$ cat config.mk
export PLATFORM = sky130hd
export DESIGN_NAME = imm_cell
export DESIGN_NICKNAME = d
export VERILOG_FILES = /design/src/sv/imm_pkg.sv /design/src/sv/imm_cell.sv
export SDC_FILE = /design/constraint.sdc
export NUM_CORES = 2
export LEC_CHECK = 0
export BUFFER_PORTS_ARGS = -buffer_cell sky130_fd_sc_hd__buf_2
export CAP_MARGIN = 20
export CELL_PAD_IN_SITES_DETAIL_PLACEMENT = 2
export CELL_PAD_IN_SITES_GLOBAL_PLACEMENT = 2
export CORE_ASPECT_RATIO = 1.2
export CORE_MARGIN = 2
export CORE_UTILIZATION = 35
export DETAILED_ROUTE_END_ITERATION = 12
export PLACE_DENSITY = 0.74
export SLEW_MARGIN = 20
export SYNTH_ARGS = -nofsm -noshare
export SYNTH_HDL_FRONTEND = slang
export SYNTH_SLANG_ARGS = --single-unit
$ cat constraint.sdc
create_clock -name clk -period 7.35 [get_ports clk]
set_input_delay 1.1025 -clock clk [delete_from_list [all_inputs] [get_ports clk]]
set_output_delay 1.1025 -clock clk [all_outputs]
set_load 0.01 [all_outputs]
$ cat src/sv/imm_pkg.sv
// Shared types and constants for the integer matrix multiply unit.
// Used by imm_cell, imm_seq and integer_matrix_multiply_unit; no dependencies.
package imm_pkg;

	localparam int MAX_DIM_DEF = 64;
	localparam int IDX_W = 6;
	localparam int VAL_W = 32;
	localparam int REG_W = 7;

	// action codes carried in s_axis_tuser
	localparam logic [1:0] ACT_WR_A = 2'd0;
	localparam logic [1:0] ACT_WR_B = 2'd1;
	localparam logic [1:0] ACT_COMP = 2'd2;

	// register indexes, taken from paddr[3:2]
	localparam logic [1:0] REG_A_ROWS = 2'd0;
	localparam logic [1:0] REG_INNER = 2'd1;
	localparam logic [1:0] REG_B_COLS = 2'd2;

	localparam logic [REG_W-1:0] REG_RESET = 7'd64;

	// broadcast from the sequencer to every cell
	typedef struct packed {
		logic clear;
		logic shift;
		logic wr_en;
		logic [IDX_W-1:0] wr_row;
		logic [IDX_W-1:0] wr_col;
		logic [VAL_W-1:0] wr_data;
	} bcast_t;

	// one term handed from cell to cell: A element and its inner index
	typedef struct packed {
		logic valid;
		logic [VAL_W-1:0] a;
		logic [IDX_W-1:0] k;
	} link_t;

endpackage

$ cat src/sv/imm_cell.sv
// One multiply-accumulate cell: owns one column of B and one result accumulator.
// Depends on imm_pkg (bcast_t, link_t).
module imm_cell #(
	parameter int AW = 6,
	parameter int COL_IDX = 0
) (
	input  logic clk,
	input  logic arst_n,
	input  imm_pkg::bcast_t bcast,
	input  imm_pkg::link_t link_in,
	output imm_pkg::link_t link_out,
	input  logic [imm_pkg::VAL_W-1:0] acc_in,
	output logic [imm_pkg::VAL_W-1:0] acc_out
);

	logic [imm_pkg::VAL_W-1:0] bmem [2**AW];
	logic [imm_pkg::VAL_W-1:0] b_s1;
	logic [imm_pkg::VAL_W-1:0] a_s1;
	logic v_s1;
	logic [imm_pkg::VAL_W-1:0] prod_s2;
	logic v_s2;
	logic [imm_pkg::VAL_W-1:0] acc_q;
	imm_pkg::link_t link_q;

	always_ff @(posedge clk) begin
		if (bcast.wr_en && bcast.wr_col == imm_pkg::IDX_W'(COL_IDX)) begin
			bmem[bcast.wr_row[AW-1:0]] <= bcast.wr_data;
		end
		b_s1 <= bmem[link_in.k[AW-1:0]];
		a_s1 <= link_in.a;
		prod_s2 <= a_s1 * b_s1;
	end

	always_ff @(posedge clk or negedge arst_n) begin
		if (!arst_n) begin
			v_s1 <= 1'b0;
			v_s2 <= 1'b0;
			link_q <= '0;
		end else if (bcast.clear) begin
			// drop terms of the previous row still moving down the chain
			v_s1 <= 1'b0;
			v_s2 <= 1'b0;
			link_q <= '0;
		end else begin
			v_s1 <= link_in.valid;
			v_s2 <= v_s1;
			link_q <= link_in;
		end
	end

	// shift moves results toward cell 0 during unload
	always_ff @(posedge clk) begin
		if (bcast.clear) begin
			acc_q <= '0;
		end else if (bcast.shift) begin
			acc_q <= acc_in;
		end else if (v_s2) begin
			acc_q <= acc_q + prod_s2;
		end
	end

	assign link_out = link_q;
	assign acc_out = acc_q;

endmodule

==> metrics.md <==
| Metric | Value |
|---|---|
| Status | `completed` |
| Worst R2R Path Depth | `24` |
| Top cells by area in the synthesized netlist | `edfxtp_1 62%, mux4_2 15%, fa_1 8.2%, dfxtp_1 2.6%, ha_1 1.9%` |
| CP Buf/Inv Count | `7` |
| H-tree depth | `4` |
| CP Max Fanout | `13` |
| Sequential area share after synthesis | `between 60% and 70%` |
| Initial antenna violation count | `34` |
| Root Driver | `clkbuf_16` |
| CTS sink count | `2,216` |
| Mean Syn Cell Area | `18.8 um2` |
| Core Region | `~280,000 um2` |
| Critical R2R Launch | `a_s1[6]$_DFF_P_` |
| Worst Skew | `about 0.071 ns` |
| Critical Path Start Type | `flop` |
| Reg2Reg Capture Point | `prod_s2[31]$_DFF_P_` |
| Max cap viols | `0` |
| Die Ht | `approximately 590 um` |
| Synth top area share | `between 60% and 70%` |
| Critical path class | `flop to flop` |
| Slowest stage delay, CP | `0.56 ns` |
| CTS tree | `built` |
| Share of layout cells above drive strength 1 | `25.2%` |
| Port-buffer cells | `190` |
| R2R setup slack | `roughly 0.18 ns` |
| Post-synth EDFFs | `2,048` |
| Initial Utilization | `35.1%` |
| Cell count after synthesis | `about 5,300` |
| CTS Buf Count | `around 230` |
| Yosys warning count | `0` |
| Cell family with most CP delay | `adder cells` |
| Grt ovf | `0` |
| Worst setup startpoint | `a_s1[6]$_DFF_P_` |
| Detail Route Antenna Nets | `0` |
| Global-route wire length before repair | `~470,000 um` |
| Die X | `491 um` |
| Post-Route Utilization | `slightly above 40%` |
| Initial DRC Count | `roughly 4,900` |
| Critical Path Stages | `24` |
| Die area | `~290,000 um2` |
| Vias | `roughly 52,000` |
| Drt drc | `0` |
| Later-pin clock latency in the skew report | `between 0.9 and 1 ns` |
| Arr. time, crit path | `approximately 8 ns` |
| Number of global-route vias before repair | `slightly below 60,000` |
| Fin crit period | `approximately 7.2 ns` |
| Min-Delay Path Class | `input pin to async pin` |
| Pin count of the biggest net entering global routing | `about 110` |
| Final hold viol count | `0` |
| Max-slew headroom | `between 10% and 20%` |
| Synthesized cell area | `99,500 um2` |
| GRT Util Overall | `23.0%` |
| Final WL | `about 330,000 um` |
| Layout area overhead | `14.4%` |
| F_max | `0.139 GHz` |
| IO Count | `around 190` |
| Clk buf depth | `4` |
| Nets | `approximately 6,300` |
| Post-route clock period utilization | `roughly 100%` |
| Hold-fix buffers, CTS | `0` |
| Worst Tran Pin Value | `1.20 ns` |
| CP max-delay cell | `fa_1` |
| Crit path cell chain | `buf_4 > nand2_1 > fa_1 > inv_1 > fa_1 > inv_1 > fa_1 > inv_1 > fa_1 > inv_1 > fa_1 > fa_1 > fa_1 > inv_1 > fa_1 > xnor2_1 > xnor2_1 > xnor2_1 > xnor2_1 > xnor2_1 > xnor2_1 > xnor2_1 > buf_4 > xnor2_1` |
| Unrepaired setup endpoints after global routing | `no` |
| WL per Instance | `between 30 and 40 um` |
| Yosys reg bits | `approximately 2,200` |
| Detail Placement HPWL | `between 200,000 and 250,000 um` |
| Final setup vio count | `0` |
| Clk pin slew, worst setup/hold paths | `around 0.06 ns` |
| Worst setup path endpoint | `prod_s2[31]$_DFF_P_` |
| Pre-antenna DRT Iters | `5` |
| Synth async-reset ratio | `1.81%` |
| Fin. max-slew vios | `0` |
| CP endpoint kind | `flop` |
| RD Place Congestion | `0.835` |
| Synth area leader | `edfxtp_1` |
| Std cell rows | `around 210` |
| Worst Path Required | `8.14 ns` |
| Mapped Nets | `~6,000` |
| Avg Vias per Cell | `5.46` |
| Yosys cell types | `75` |
| Main synth FF type | `edfxtp_1` |
[Yosys cell counts (3+ instances only)]
master	count
edfxtp_1	2048
mux4_2	666
inv_1	420
fa_1	409
nand2_1	293
and2_1	273
clkbuf_1	186
ha_1	154
dfxtp_1	128
nor2_1	128
xnor2_1	80
a21oi_1	59
buf_2	54
nor2b_1	46
dfrtp_1	40
o21ai_0	35
a21o_1	30
xor2_1	24
buf_1	19
a211oi_1	16
mux2i_1	16
nand3_1	16
nor3_1	14
o21a_1	12
and3_1	9
mux2_2	8
a31oi_1	7
a221oi_1	6
a311oi_1	5
nand2b_1	5
o211ai_1	5
o21bai_1	5
or3_1	5
nand3b_1	4
or2_2	3
[worst reg2reg max path, cell delays in order (launching register included)]
cell,delay (ns)
dfxtp_1,0.50
buf_4,0.29
nand2_1,0.11
fa_1,0.52
inv_1,0.07
fa_1,0.51
inv_1,0.07
fa_1,0.55
inv_1,0.07
fa_1,0.52
inv_1,0.06
fa_1,0.56
fa_1,0.47
fa_1,0.56
inv_1,0.07
fa_1,0.39
xnor2_1,0.25
xnor2_1,0.12
xnor2_1,0.26
xnor2_1,0.13
xnor2_1,0.32
xnor2_1,0.15
xnor2_1,0.23
buf_4,0.20
xnor2_1,0.12
[kinds of logic (layout without fill, tap and decap cells)]
family | Yosys count | count (layout) | synth area share, %
AO/OA/AOI/OAI | 208 | 208 | 1.43
buffers and inverters | 682 | 1212 | 2.65
multiplexers | 690 | 690 | 15.3
other | 0 | 7 | 0
flip-flops | 2216 | 2216 | 65.4
adder cells (fa/ha/maj) | 563 | 563 | 10.2
XOR/XNOR | 104 | 104 | 0.916
AND/OR/NAND/NOR | 817 | 817 | 4.10
[metal layers]
layer / wire length [um] / GRT usage [%]
met1: 124000 / 27.6
met2: 182000 / 43.1
met3: 18600 / 3.16
met4: 9610 / 5.80
met5: 22 / 0
[through the flow]
stage	instance area (um2)	hold slack (ns)	TNS [ns]	cells	worst slack (ns)
detailed placement	106000	0.510	-0.136	9174	-0.0709
global route	114000	0.165	0	9591	0.00301
floorplan	99500	0.466	0	5280	0.225
finish	114000	0.183	0	9597	0.175
global placement	106000	0.519	0	9173	0.0728
CTS	114000	0.147	0	9588	0.0128
[what timing repair did]
action | 4_1_cts | 5_1_grt
resized for setup | 4 | 19
endpoints found under the setup margin | 2 | 5
endpoints found under the hold margin | 0 | 0
pin swaps | 0 | 2
buffers inserted | 0 | 0
[final cells by class]
class,instances,area [um2]
fillers,26900,169000
flip-flops and latches,2216,65100
multi-input cells,2382,32300
clock buffers,283,6070
well taps,3780,4730
repair buffers,377,2750
inverters,421,1580
clock inverters,131,1290
diodes,7,17.5
[placed cells by master (no fill, tap or decap), types with 8 or more instances in the layout]
cell and n:
a211oi_1 16, a21o_1 30, a21oi_1 59, and2_1 273
and3_1 9, buf_12 15, buf_2 152, buf_4 195
bufinv_16 23, clkbuf_1 46, clkbuf_16 234, clkinv_1 52
clkinv_2 39, dfrtp_1 40, dfxtp_1 118, dfxtp_2 9
edfxtp_1 2048, fa_1 409, ha_1 154, inv_1 420
mux2_2 8, mux2i_1 16, mux4_2 666, nand2_1 293
nand3_1 16, nor2_1 64, nor2_4 64, nor2b_1 46
nor3_1 14, o21a_1 12, o21ai_0 33, xnor2_1 80
xor2_1 24
[worst min-delay path by stage]
stage / startpoint / endpoint / slack, ns / depth (start not counted)
floorplan: link_out[38]$_DFF_PN0_ / v_s2$_DFF_PN0_ / 0.47 / 1
global placement: link_out[38]$_DFF_PN0_ / v_s2$_DFF_PN0_ / 0.52 / 1
detailed placement: link_out[38]$_DFF_PN0_ / v_s2$_DFF_PN0_ / 0.51 / 1
CTS: arst_n / link_out[34]$_DFF_PN0_ / 0.15 / 1
global route: arst_n / link_out[34]$_DFF_PN0_ / 0.17 / 1
finish: arst_n / link_out[34]$_DFF_PN0_ / 0.18 / 1
[registers in the layout (all words and copies together) (netlist names)]
signal    cells
a_s1         32
acc_out      32
b_s1         32
bmem       2048
link_out     39
prod_s2      32
v_s2          1
Power is not shown: default switching activity piles up to over one toggle a cycle in this logic, so the estimate is an artifact.
